==> src/hw/rtl/espc_pkg.sv <==
// shared types and constants for the encoder slide position controller
package espc_pkg;

    typedef enum logic [1:0] {
        OP_SAMPLE = 2'd0,
        OP_CMD    = 2'd1,
        OP_TICK   = 2'd2,
        OP_NONE   = 2'd3
    } op_t;

    typedef enum logic [1:0] {
        REG_RIGHT_TOL = 2'd0,
        REG_LEFT_TOL  = 2'd1
    } cfg_reg_t;

    localparam logic [3:0] VALVE_MOVE_RIGHT = 4'b0110;
    localparam logic [3:0] VALVE_MOVE_LEFT  = 4'b1001;
    localparam logic [3:0] VALVE_STOP_RIGHT = 4'b0001;
    localparam logic [3:0] VALVE_STOP_LEFT  = 4'b0110;
    localparam logic [3:0] VALVE_PULSE_END  = 4'b1101;

    localparam logic [15:0] POS_RESET    = 16'd7;
    localparam logic [7:0]  TARGET_RESET = 8'd7;
    localparam logic [7:0]  ANGLE_RESET  = 8'd90;
    localparam logic [7:0]  TOL_RESET    = 8'd15;
    localparam logic [10:0] SERVO_OFFSET = 11'd300;

    localparam int IN_DATA_W  = 24;
    localparam int OUT_DATA_W = 48;

endpackage

==> src/hw/rtl/encoder_slide_position_controller.sv <==
// encoder slide position controller: one result transfer per input transfer
// a result is registered from its input transfer and is on m_axis in the next cycle
// throughput: one item per cycle; input is taken while a result waits if it is taken too
// the output register is the only stage, so an m_axis stall stops s_axis
// reset (aresetn low, synchronous): position 7, target 7, angle 90, valves closed,
// tolerances 15, no result pending
module encoder_slide_position_controller (
    input  logic        aclk,
    input  logic        aresetn,
    input  logic        s_axis_tvalid,
    output logic        s_axis_tready,
    input  logic [23:0] s_axis_tdata,  // enc_a, enc_b, new_target[7:0], new_angle[7:0], zero pad
    input  logic [1:0]  s_axis_tuser,  // op[1:0]
    output logic        m_axis_tvalid,
    input  logic        m_axis_tready,
    output logic [47:0] m_axis_tdata,  // slide_position[15:0], valve_bits[3:0], is_moving,
                                       // moving_right, servo_compare[10:0], target_now[7:0], pad
    input  logic        cfg_valid,
    output logic        cfg_ready,
    input  logic [1:0]  cfg_index,
    input  logic [7:0]  cfg_data
);

    logic [7:0]  right_tol_reg, left_tol_reg;
    logic [15:0] pos_reg, pos_next;
    logic        last_a_reg, last_a_next;
    logic [7:0]  target_reg, target_next;
    logic [7:0]  seen_target_reg, seen_target_next;
    logic        reached_reg, reached_next;
    logic        moving_reg, moving_next;
    logic        dir_reg, dir_next;
    logic        move_pend_reg, move_pend_next;
    logic        stop_pend_reg, stop_pend_next;
    logic [3:0]  valve_reg, valve_next;
    logic [7:0]  angle_reg, angle_next;
    logic        m_valid_reg;
    logic [47:0] m_data_reg, m_data_next;

    logic        in_xfer;
    logic        enc_a, enc_b;
    logic [7:0]  in_target, in_angle;
    logic [10:0] servo_cmp;

    assign in_xfer   = s_axis_tvalid && s_axis_tready;
    assign enc_a     = s_axis_tdata[0];
    assign enc_b     = s_axis_tdata[1];
    assign in_target = s_axis_tdata[9:2];
    assign in_angle  = s_axis_tdata[17:10];

    assign s_axis_tready = !m_valid_reg || m_axis_tready;
    assign m_axis_tvalid = m_valid_reg;
    assign m_axis_tdata  = m_data_reg;
    assign cfg_ready     = 1'b1;

    // item action followed by the controller pass
    always_comb begin
        logic signed [17:0] pos_s, tgt_s;
        pos_next         = pos_reg;
        last_a_next      = last_a_reg;
        target_next      = target_reg;
        seen_target_next = seen_target_reg;
        reached_next     = reached_reg;
        moving_next      = moving_reg;
        dir_next         = dir_reg;
        move_pend_next   = move_pend_reg;
        stop_pend_next   = stop_pend_reg;
        valve_next       = valve_reg;
        angle_next       = angle_reg;

        case (espc_pkg::op_t'(s_axis_tuser))
            espc_pkg::OP_SAMPLE: begin
                if (enc_a != last_a_reg) begin
                    pos_next    = (enc_a != enc_b) ? pos_reg + 16'd1 : pos_reg - 16'd1;
                    last_a_next = enc_a;
                    if (pos_next == {8'd0, target_reg}) begin
                        reached_next = 1'b1;
                    end
                end
            end
            espc_pkg::OP_CMD: begin
                if (!moving_reg) begin
                    target_next = in_target;
                end
                angle_next = in_angle;
            end
            espc_pkg::OP_TICK: begin
                if (move_pend_reg) begin
                    valve_next = valve_next & espc_pkg::VALVE_PULSE_END;
                end
                if (stop_pend_reg) begin
                    valve_next = 4'd0;
                end
                move_pend_next = 1'b0;
                stop_pend_next = 1'b0;
            end
            default: begin
            end
        endcase

        // position and target as wide signed values so the band compare is exact
        pos_s = {{2{pos_next[15]}}, pos_next};
        tgt_s = {10'd0, target_next};

        if (seen_target_next != target_next) begin
            if (tgt_s > pos_s + $signed({10'd0, right_tol_reg})) begin
                valve_next     = valve_next | espc_pkg::VALVE_MOVE_RIGHT;
                moving_next    = 1'b1;
                dir_next       = 1'b1;
                move_pend_next = 1'b1;
            end else if (tgt_s < pos_s - $signed({10'd0, left_tol_reg})) begin
                valve_next  = valve_next | espc_pkg::VALVE_MOVE_LEFT;
                moving_next = 1'b1;
                dir_next    = 1'b0;
            end
            seen_target_next = target_next;
        end

        if (reached_next && moving_next) begin
            if (dir_next) begin
                valve_next     = valve_next | espc_pkg::VALVE_STOP_RIGHT;
                stop_pend_next = 1'b1;
            end else begin
                valve_next = valve_next & espc_pkg::VALVE_STOP_LEFT;
            end
            moving_next      = 1'b0;
            reached_next     = 1'b0;
            seen_target_next = target_next;
        end
    end

    // angle * 5 + 300 as shift and add
    assign servo_cmp = {1'b0, angle_next, 2'b00} + {3'd0, angle_next} + espc_pkg::SERVO_OFFSET;

    assign m_data_next = {7'd0, target_next, servo_cmp, dir_next, moving_next,
                          valve_next, pos_next};

    always_ff @(posedge aclk) begin
        if (!aresetn) begin
            right_tol_reg   <= espc_pkg::TOL_RESET;
            left_tol_reg    <= espc_pkg::TOL_RESET;
            pos_reg         <= espc_pkg::POS_RESET;
            last_a_reg      <= 1'b0;
            target_reg      <= espc_pkg::TARGET_RESET;
            seen_target_reg <= espc_pkg::TARGET_RESET;
            reached_reg     <= 1'b0;
            moving_reg      <= 1'b0;
            dir_reg         <= 1'b0;
            move_pend_reg   <= 1'b0;
            stop_pend_reg   <= 1'b0;
            valve_reg       <= 4'd0;
            angle_reg       <= espc_pkg::ANGLE_RESET;
            m_valid_reg     <= 1'b0;
        end else begin
            if (cfg_valid && cfg_ready) begin
                case (espc_pkg::cfg_reg_t'(cfg_index))
                    espc_pkg::REG_RIGHT_TOL: right_tol_reg <= cfg_data;
                    espc_pkg::REG_LEFT_TOL:  left_tol_reg  <= cfg_data;
                    default: begin
                    end
                endcase
            end
            if (in_xfer) begin
                pos_reg         <= pos_next;
                last_a_reg      <= last_a_next;
                target_reg      <= target_next;
                seen_target_reg <= seen_target_next;
                reached_reg     <= reached_next;
                moving_reg      <= moving_next;
                dir_reg         <= dir_next;
                move_pend_reg   <= move_pend_next;
                stop_pend_reg   <= stop_pend_next;
                valve_reg       <= valve_next;
                angle_reg       <= angle_next;
                m_valid_reg     <= 1'b1;
            end else if (m_axis_tready) begin
                m_valid_reg <= 1'b0;
            end
        end
    end

    always_ff @(posedge aclk) begin
        if (in_xfer) begin
            m_data_reg <= m_data_next;
        end
    end

    // a move always records the target it was started for
    a_moving_seen: assert property (@(posedge aclk) disable iff (!aresetn)
        moving_reg |-> (seen_target_reg == target_reg))
        else $error("moving with an unseen target");

    // a stalled result is never overwritten by a new input transfer
    a_no_overwrite: assert property (@(posedge aclk) disable iff (!aresetn)
        !(s_axis_tready && m_valid_reg && !m_axis_tready))
        else $error("input taken while result stalled");

    // every input transfer leaves a result behind
    a_result_follows: assert property (@(posedge aclk) disable iff (!aresetn)
        in_xfer |=> m_axis_tvalid)
        else $error("input transfer without result");

    // after each input transfer the result's position, valve and target fields match the state registers
    a_result_matches: assert property (@(posedge aclk) disable iff (!aresetn)
        in_xfer |=> (m_data_reg[15:0] == pos_reg) && (m_data_reg[19:16] == valve_reg)
            && (m_data_reg[40:33] == target_reg))
        else $error("result differs from state");

endmodule

==> config.mk <==
export PLATFORM = sky130hd
export DESIGN_NAME = encoder_slide_position_controller
export DESIGN_NICKNAME = d
export VERILOG_FILES = /design/src/hw/rtl/espc_pkg.sv /design/src/hw/rtl/encoder_slide_position_controller.sv
export SDC_FILE = /design/constraint.sdc
export NUM_CORES = 1
export LEC_CHECK = 0
export ABC_AREA = 1
export BUFFER_PORTS_ARGS = -buffer_cell sky130_fd_sc_hd__clkbuf_2
export CORE_ASPECT_RATIO = 1.75
export CORE_MARGIN = 10
export CORE_UTILIZATION = 39
export CTS_CLUSTER_SIZE = 25
export DETAILED_ROUTE_END_ITERATION = 8
export MAX_ROUTING_LAYER = met4
export SYNTH_ARGS = -nofsm -noshare
export SYNTH_HDL_FRONTEND = slang
export SYNTH_SLANG_ARGS = --single-unit
==> constraint.sdc <==
create_clock -name aclk -period 5.35 [get_ports aclk]
set_input_delay 1.07 -clock aclk [delete_from_list [all_inputs] [get_ports aclk]]
set_output_delay 1.07 -clock aclk [all_outputs]
set_load 0.05 [all_outputs]
==> metrics.yaml, run 1 <==
run_status: "complete, no violations"
synthTopCellsByArea: "dfxtp_1 (19%), edfxtp_1 (18%), nand2_1 (10%), ha_1 (8.3%), inv_1 (6.7%)"
r2r-end: "m_axis_tdata[16]$_DFFE_PP_"
holdBufCountCts: 0
antenna_left: 0
max_stage_delay_ps: 370
reg2regPathDepth: 29
die_w_um: 121
antenna_found_initial: 0
fill_cells: 1827
n_antenna_cell: 0
vias_per_cell: 4.93
slew_viol_final: 0
cp_max_fo: 5
place_area_um2: 8110
numCtsBuffers: 9
drtIter0Drc: 265
clock.fmax_ghz: 0.201
worstMarginPinSlew_ps: 942
hold_path_depth: 2
pin_count: 92
core-area_um2: 17500
fin_crit_ps: 4980
gp_congestion: 0.908
yosysMostFrequentCell: "nand2_1"
wl_mm: 19.2
grt_start_max_net_pins: 42
dp_hpwl_mm: 15.3
critPathArrivalTime_ps: 5100
r2r-start: "last_a_reg$_SDFFE_PN0P_"
slowest_stage: "fa_1"
yosysSeqAreaShare: 0.371
final_util: 0.484
clock-root-buffer: "clkbuf_16"
synth_ff_type: "dfxtp_1"
cts_buffer_depth: 2
grt_pass1_wl_mm: 31.2
grt_pass1_vias: 6394
route.detailed.drc: 0
synth_edf_count: 41
synth.distinct_cells: 40
numClockSinks: 108
path_clk_slew_ps: 70
setup_viol_count_final: 0
drive_gt1_frac: 0.222
cp-end-kind: "flop"
timing.final.crit_share: 0.931
min_path_type: "flop to flop"
hold_end: "angle_reg[7]$_SDFFE_PN0P_"
io_buffers: 77
synth_common_cells: "nand2_1 (189), inv_1 (124), a21oi_1 (79)"
syn_area_um2: 6940
synthCells: 920
seq_area_um2: 2570
synth_top_area_cell: "dfxtp_1"
synth_warnings: 0
start_util: 0.397
cp_common_cell: "nand2_1"
drv_cap: 0
firstDrtPassIters: 4
final_area_um2: 8460
syn_to_final_growth_pct: 21.9
final-hold-violation-count: 0
vias: 6428
async_flop_share: 0
power.leakage_nw: 4.23
nets: 1157
wl_per_cell_um: 14.8
multi_input_area_um2: 3780
grt_usage: 0.167
fp.dieArea_um2: 23700
critPathKind: "primary input to flop"
min_from: "angle_reg[7]$_SDFFE_PN0P_"
core.rowCount: 64
ir_worst_vdd_mv: 0.188
maxSlewHeadroom: 0.367
yosysTopAreaCellShare: 0.193
grt-ovfl-total: 0
power.density_nw_per_um2: 306
clock_skew_ps: 10.2
clk-insertion-delay-late_ps: 360
reg2reg_slack_ps: 990
synth-seq-cells: 108
cts_tree: "done"
avgSynthCellArea_um2: 7.54
cp-start-kind: "primary input"
cts_max_level: 3
largest_reg_flops: 41
die_y_um: 196
worstPathRequired_ps: 5470
-- worst max-delay path, delay by kind of cell --
kind                     cells  cell delay [ps]
adder cells (fa/ha/maj)      3              860
AO/OA/AOI/OAI                6              690
AND/OR/NAND/NOR             14             1590
buffers and inverters        6              520
XOR/XNOR                     2              330
-- cell families (layout without fill, tap and decap cells) --
logic type	after synthesis	count (layout)	share of synthesized area
and+or+nand+nor	367	367	0.243
AOI/OAI and AO/OA	190	190	0.149
buffers and inverters	164	310	0.0936
DFF	108	108	0.371
adders and majority gates	49	49	0.0916
xor gates and xnor gates	39	39	0.0492
other	2	8	0.00108
muxes	1	1	0.00144
-- worst max-delay path by stage --
stage                     slack [ps]                              end       startpoint
after floorplan                  430       m_axis_tdata[16]$_DFFE_PP_  s_axis_tdata[1]
after global placement           -30       m_axis_tdata[16]$_DFFE_PP_  s_axis_tdata[1]
after detailed placement         -80       m_axis_tdata[16]$_DFFE_PP_  s_axis_tdata[1]
after CTS                        280       m_axis_tdata[16]$_DFFE_PP_  s_axis_tdata[1]
after global routing              -3  seen_target_reg[1]$_SDFFE_PN1P_  s_axis_tdata[0]
final                            370       m_axis_tdata[16]$_DFFE_PP_  s_axis_tdata[0]
-- report_power, final --
| group | leakage, nW | switching (W) | internal [W] |
|---|---|---|---|
| registers | 0.946 | 0.0000331 | 0.000947 |
| logic | 3.15 | 0.000602 | 0.000336 |
| clock network | 0.142 | 0.000331 | 0.000337 |
| total | 4.23 | 0.000966 | 0.00162 |
-- metal layers --
layer	GRT usage	routed length, µm	share of wire
met5	-	0	0
met1	0.163	7370	0.38
met3	0.0206	627	0.033
met2	0.317	10600	0.55
met4	0.0750	675	0.035
-- area by class of cell --
type | instances | share of cell area
multi-input combinational | 654 | 0.447
sequential | 108 | 0.304
timing repair buffer | 159 | 0.120
inverter | 135 | 0.0599
tap | 231 | 0.0342
clock buffer | 11 | 0.0287
clock inverter | 5 | 0.00577
-- placed cells by master (no fill, tap or decap), types with 4 or more instances in the layout --
cell type  instances
nand2_4            7
clkbuf_2          77
ha_1              45
o21ai_0           69
nor2_2             6
dfxtp_1           67
nand2_1          188
nand2_2           15
clkbuf_16          9
a21oi_1           77
conb_1             8
nand3_1           58
nand4_1            8
edfxtp_1          41
o21ai_1           13
nand3_2            5
inv_2             12
nor2_1            59
xor2_1            26
or2_2              8
o211ai_1           6
buf_4             81
xnor2_1           11
inv_1            123
nor4_1             4
a41oi_1            9
-- stage by stage --
step,worst slack [ps],hold slack [ps],TNS [ps],std cells,power (W)
floorplan,431,431,0,926,0.00164
global placement,-33.3,445,-72.4,1286,0.00192
detailed placement,-77.1,453,-430,1286,0.00193
CTS,283,467,0,1302,0.00260
global route,-2.87,494,-2.87,1303,0.00275
finish,371,461,0,1303,0.00259
-- repair_timing --
item                       in CTS  in global routing
gates resized for setup         0                 15
setup buffers                   0                  1
setup endpoints to repair       0                 17
Note: power is estimated with default switching activity, not from simulation.
==> run 2, diff against run 1 <==
--- a/config.mk
+++ b/config.mk
@@ -13,6 +13,7 @@
 export CTS_CLUSTER_SIZE = 25
 export DETAILED_ROUTE_END_ITERATION = 8
 export MAX_ROUTING_LAYER = met4
+export PLACE_DENSITY = 0.62
 export SYNTH_ARGS = -nofsm -noshare
 export SYNTH_HDL_FRONTEND = slang
 export SYNTH_SLANG_ARGS = --single-unit
==> constraint.sdc (replaced) <==
create_clock -name aclk -period 5.2 [get_ports aclk]
set_input_delay 1.04 -clock aclk [delete_from_list [all_inputs] [get_ports aclk]]
set_output_delay 1.04 -clock aclk [all_outputs]
set_load 0.05 [all_outputs]
==> run 2 against run 1 <==
Net effect:
- worst hold slack got worse by 0.62 ps
- final area is 0.37% higher
- global-route usage is essentially flat
- sequential cell count did not move
- worst setup slack worse by 91 ps
- die area is the same
- clock skew grew 3.7 ps
- highest routed layer unchanged
- power rose by 4.8%
- critical path type unchanged
- first-iteration DRC count grew 28%
- critical path depth rose by 4
==> metrics.yaml, run 2 (synthesis results as in run 1) <==
firstDrtPassIters: 5  # +1
cp-start-kind: "primary input"
worstMarginPinSlew_ps: 943  # +0.616 ps
clock-root-buffer: "clkbuf_16"
numClockSinks: 108  # unchanged
ir_worst_vdd_mv: 0.233  # +24%
r2r-start: "last_a_reg$_SDFFE_PN0P_"
hold_path_depth: 2  # unchanged
clock_skew_ps: 14.0  # +3.74 ps
cp_common_cell: "nand2_1"
start_util: 0.397  # unchanged
reg2regPathDepth: 30  # +3.4%
core.rowCount: 64  # unchanged
r2r-end: "seen_target_reg[1]$_SDFFE_PN1P_"
fp.dieArea_um2: 23700  # unchanged
drv_cap: 0  # unchanged
min_path_type: "flop to flop"
rsz0062_at_grt: "true"
place_area_um2: 8020  # -1.2%
final_cell_mix: "nand2_1 (184), inv_1 (121), clkbuf_2 (77), a21oi_1 (75), buf_4 (73)"
fin_hold_ws_ps: 461  # -0.621 ps
wl_mm: 19.5  # +1.2%
wl_per_cell_um: 15.0  # +1.8%
cts_tree: "done"
pin_count: 92  # unchanged
gp_congestion: 0.936  # +3.0%
path_clk_slew_ps: 70  # about the same
grt_start_max_net_pins: 37  # -12%
nets: 1150  # -0.61%
numCtsBuffers: 9  # unchanged
grt_usage: 0.167  # -0.000254
core-area_um2: 17500  # unchanged
final_area_um2: 8490  # +0.37%
critPathKind: "primary input to flop"
fill_cells: 1790  # -2.0%
slowest_stage: "ha_1"
grt_pass1_wl_mm: 30.9  # -0.75%
syn_to_final_growth_pct: 22.4
route.detailed.drc: 0  # unchanged
grt_pass1_vias: 6375  # -0.30%
cts_max_level: 3  # unchanged
slew_viol_final: 0  # unchanged
hold_end: "angle_reg[7]$_SDFFE_PN0P_"
final_util: 0.486  # +0.00179
critPathArrivalTime_ps: 5160  # +60 ps
cp_max_fo: 5  # unchanged
drtIter0Drc: 338  # +28%
max_stage_delay_ps: 330  # -40 ps
n_antenna_cell: 0  # unchanged
io_buffers: 77  # unchanged
maxSlewHeadroom: 0.366  # -0.000415
power.leakage_nw: 4.21  # -0.70%
reg2reg_slack_ps: 770  # -220 ps
setup_viol_count_final: 0  # unchanged
die_w_um: 121  # unchanged
clk-insertion-delay-late_ps: 360  # about the same
drive_gt1_frac: 0.235  # +0.0129
vias: 6427  # -0.016%
cp-end-kind: "flop"
final-hold-violation-count: 0  # unchanged
min_from: "angle_reg[7]$_SDFFE_PN0P_"
run_status: "complete, no violations"
antenna_found_initial: 0  # unchanged
dp_hpwl_mm: 15.2  # -0.53%
worstPathRequired_ps: 5440  # -30 ps
largest_reg_flops: 41  # unchanged
antenna_left: 0  # unchanged
timing.final.crit_share: 0.946
layout_commonest_cell: "nand2_1"
vias_per_cell: 4.96  # +0.60%
power.density_nw_per_um2: 319  # +4.4%
grt-ovfl-total: 0  # unchanged
die_y_um: 196  # unchanged
holdBufCountCts: 0  # unchanged
cts_buffer_depth: 2  # unchanged
fin_crit_ps: 4920
clock.fmax_ghz: 0.203
-- run 2: cell type report --
| class | instances | area, µm² | share of cell area |
|---|---|---|---|
| Tap cell | 231 | 289 | 0.0341 |
| Clock inverter | 5 | 68.8 | 0.00811 |
| Timing Repair Buffer | 151 | 945 | 0.111 |
| Clock buffer | 10 | 229 | 0.0270 |
| Inverter | 135 | 507 | 0.0597 |
| Multi-Input combinational cell | 655 | 3880 | 0.457 |
| Sequential cell | 108 | 2570 | 0.303 |
-- run 2: worst max-delay path: cells and delay by family --
family | cells | cell delay [ps]
buffers and inverters | 3 | 380
AOI/OAI and AO/OA | 6 | 680
adders and majority gates | 2 | 630
and+or+nand+nor | 22 | 2060
xor gates and xnor gates | 2 | 370
-- run 2: worst max path at each step --
| stage | endpoint | start | slack, ps | depth (start not counted) |
|---|---|---|---|---|
| 2_1_floorplan | m_axis_tdata[16]$_DFFE_PP_ | s_axis_tdata[1] | 310 | 27 |
| 3_3_place_gp | seen_target_reg[2]$_SDFFE_PN1P_ | s_axis_tdata[1] | -200 | 35 |
| 3_5_place_dp | seen_target_reg[1]$_SDFFE_PN1P_ | s_axis_tdata[1] | -270 | 35 |
| 4_1_cts | seen_target_reg[1]$_SDFFE_PN1P_ | s_axis_tdata[1] | 80 | 35 |
| 5_1_grt | seen_target_reg[1]$_SDFFE_PN1P_ | s_axis_tdata[0] | -60 | 35 |
| 6_report | seen_target_reg[1]$_SDFFE_PN1P_ | s_axis_tdata[0] | 280 | 35 |
-- run 2: per-stage QoR --
stage / worst slack [ps] / TNS (ps) / power [W] / std cells
2_1_floorplan: 311 / 0 / 0.00168 / 926
3_3_place_gp: -200 / -2560 / 0.00195 / 1275
3_5_place_dp: -266 / -3570 / 0.00197 / 1275
4_1_cts: 81.6 / 0 / 0.00269 / 1290
5_1_grt: -58.7 / -256 / 0.00287 / 1295
6_report: 280 / 0 / 0.00271 / 1295
-- run 2: repair_timing --
action,CTS,global route
setup endpoints to repair,0,23
buffers inserted,0,4
resized for setup,0,39
-- run 2: report_power, final --
part / leakage [nW] / internal (W) / total (W) / switching [W]
sequential: 0.946 / 0.000974 / 0.00101 / 0.0000350
combinational: 3.12 / 0.000344 / 0.000975 / 0.000631
clock: 0.143 / 0.000381 / 0.000724 / 0.000343
-- run 2: per-layer routing --
layer	track usage	part of all wire
met5	-	0
met4	0.0741	0.033
met3	0.0243	0.035
met2	0.320	0.56
met1	0.158	0.37
==> run 3, diff against run 2 <==
--- a/config.mk
+++ b/config.mk
@@ -9,11 +9,12 @@
 export BUFFER_PORTS_ARGS = -buffer_cell sky130_fd_sc_hd__clkbuf_2
 export CORE_ASPECT_RATIO = 1.75
 export CORE_MARGIN = 10
-export CORE_UTILIZATION = 39
+export CORE_UTILIZATION = 35
 export CTS_CLUSTER_SIZE = 25
 export DETAILED_ROUTE_END_ITERATION = 8
 export MAX_ROUTING_LAYER = met4
-export PLACE_DENSITY = 0.62
+export PLACE_DENSITY = 0.57
+export REMOVE_ABC_BUFFERS = 1
 export SYNTH_ARGS = -nofsm -noshare
 export SYNTH_HDL_FRONTEND = slang
 export SYNTH_SLANG_ARGS = --single-unit
==> run 3 against run 2 <==
Net effect:
- sequential cell count unchanged
- first-iteration DRC count down 26%
- critical path depth unchanged
- utilization down 4.7 points
- sequential share of layout area down 0.54 points
- global-route usage down 1.3 points
- largest cell class unchanged
- critical path type unchanged
- worst hold slack better by 1.8 ps
- clock skew about the same
==> metrics.yaml, run 3 (synthesis results as in run 1) <==
min_path_type: "flop to flop"
gp_congestion: 0.912  # -2.6%
wirelength_met1_mm: 7.86  # +8.5%
fp.dieArea_um2: 26100  # +9.9%
core-area_um2: 19700  # +13%
final-hold-violation-count: 0  # unchanged
drive_gt1_frac: 0.242  # +0.00712
slew_viol_final: 0  # unchanged
vias: 6410  # -0.26%
reg2reg_slack_ps: 830  # +60 ps
cts_max_level: 3  # unchanged
dr_wl_met2_mm: 10.8  # -0.82%
highest_layer: "met4"
run_status: "complete, no violations"
power.leakage_nw: 4.27  # +1.5%
die_y_um: 206  # +5.0%
setup_viol_count_final: 0  # unchanged
io_buffers: 77  # unchanged
slowest_stage: "fa_1"
critPathArrivalTime_ps: 5080  # -80 ps
fin_crit_ps: 4830  # -88.4 ps
setup_slack_ps: 368  # +88.4 ps
antenna_left: 0  # unchanged
timing.final.crit_share: 0.929  # -0.0170
syn_to_final_growth_pct: 24.6
clk-insertion-delay-late_ps: 360  # about the same
antenna_found_initial: 0  # unchanged
grt_start_max_net_pins: 44  # +19%
grt_pass1_wl_mm: 31.1  # +0.47%
cts_buffer_depth: 2  # unchanged
cp_max_fo: 5  # unchanged
power.density_nw_per_um2: 324  # +1.6%
firstDrtPassIters: 5  # unchanged
largest_reg_flops: 41  # unchanged
clock_skew_ps: 14.1  # +0.122 ps
core.rowCount: 68  # +6.3%
dp_slack_ps: -237  # +29.1 ps
path_clk_slew_ps: 70  # about the same
clock.fmax_ghz: 0.207  # +1.8%
cp-end-kind: "flop"
cts_tree: "done"
maxSlewHeadroom: 0.401  # +0.0341
dp_hpwl_mm: 15.4  # +1.3%
critPathKind: "primary input to flop"
pin_count: 92  # unchanged
grt_pass1_vias: 6167  # -3.3%
worstMarginPinSlew_ps: 898  # -45.2 ps
place_inst: 1298  # +1.8%
worstPathRequired_ps: 5450  # about the same
vias_per_cell: 4.86  # -2.1%
route.detailed.drc: 0  # unchanged
wl_mm: 19.7  # +1.4%
die_w_um: 126  # +4.6%
wl_per_cell_um: 15.0  # -0.45%
wl_met3_um: 659  # -3.7%
final_cell_mix: "nand2_1 (184), inv_1 (122), buf_4 (84), clkbuf_2 (75), a21oi_1 (73)"
stdcell_count: 1319  # +1.9%
layout_commonest_cell: "nand2_1"
numClockSinks: 108  # unchanged
n_antenna_cell: 0  # unchanged
drtIter0Drc: 249  # -26%
ir_worst_vdd_mv: 0.162  # -31%
clock-root-buffer: "clkbuf_16"
start_util: 0.353  # -0.0444
max_stage_delay_ps: 410  # +80 ps
numCtsBuffers: 9  # unchanged
drv_cap: 0  # unchanged
cp-start-kind: "primary input"
grt_usage: 0.153  # -0.0133
grt-ovfl-total: 0  # unchanged
nets: 1159  # +0.78%
[run 3: changes by cell type in the layout (fill, tap and decap cells not counted), sizes merged]
cell    delta
clkinv     +1
bufinv     +1
buf       +11
clkbuf     -2
inv        -1
[run 3: area by class of cell]
class                      instances  area (µm²)
multi-input combinational        655        3900
inverter                         135         509
timing repair buffer             160        1020
tap                              245         307
fill                            2010       11000
sequential                       108        2570
clock buffer                      10         239
clock inverter                     6        93.8
[run 3: critical path: cells and delay by family]
kind                     cells  cell delay (ps)
adder cells (fa/ha/maj)      3              980
AND/OR/NAND/NOR             19             1710
XOR/XNOR                     1              100
AO/OA/AOI/OAI                7              670
buffers and inverters        5              560
[run 3: stage by stage]
stage          hold slack [ps]  TNS [ps]  power [W]  instance area [µm²]   util
4_1_cts                    466         0    0.00279                 8430  0.429
5_1_grt                    487     -30.7    0.00297                 8640  0.440
3_5_place_dp               453     -2710    0.00199                 8100  0.412
3_3_place_gp               447     -2420    0.00198                 8100  0.412
6_report                   463         0    0.00280                 8640  0.440
2_1_floorplan              431         0    0.00167                 6820      -
[run 3: what timing repair did]
action | in CTS | in global routing
setup buffers | 0 | 4
setup endpoints to repair | 0 | 23
resized for setup | 0 | 46
hold buffers | 0 | 0
[run 3: routing by layer]
layer,up-vias,GRT usage
li1,3317,-
met1,2949,0.156
met2,124,0.288
met3,20,0.0241
met4,0,0.0551
met5,-,-
[run 3: where the power goes]
group / switching [W] / internal [W] / leakage [nW] / total, W
sequential: 0.0000347 / 0.000974 / 0.946 / 0.00101
combinational: 0.000640 / 0.000367 / 3.16 / 0.00101
clock: 0.000344 / 0.000441 / 0.160 / 0.000786
[run 3: path summary, 6_finish.rpt]
path                             startpoint                              end  cells after the start
setup / recovery            s_axis_tdata[1]  seen_target_reg[0]$_SDFFE_PN1P_                     35
hold / removal    angle_reg[7]$_SDFFE_PN0P_        angle_reg[7]$_SDFFE_PN0P_                      2
setup reg to reg    pos_reg[1]$_SDFFE_PN1P_  seen_target_reg[0]$_SDFFE_PN1P_                     32
hold reg to reg   angle_reg[7]$_SDFFE_PN0P_        angle_reg[7]$_SDFFE_PN0P_                      2
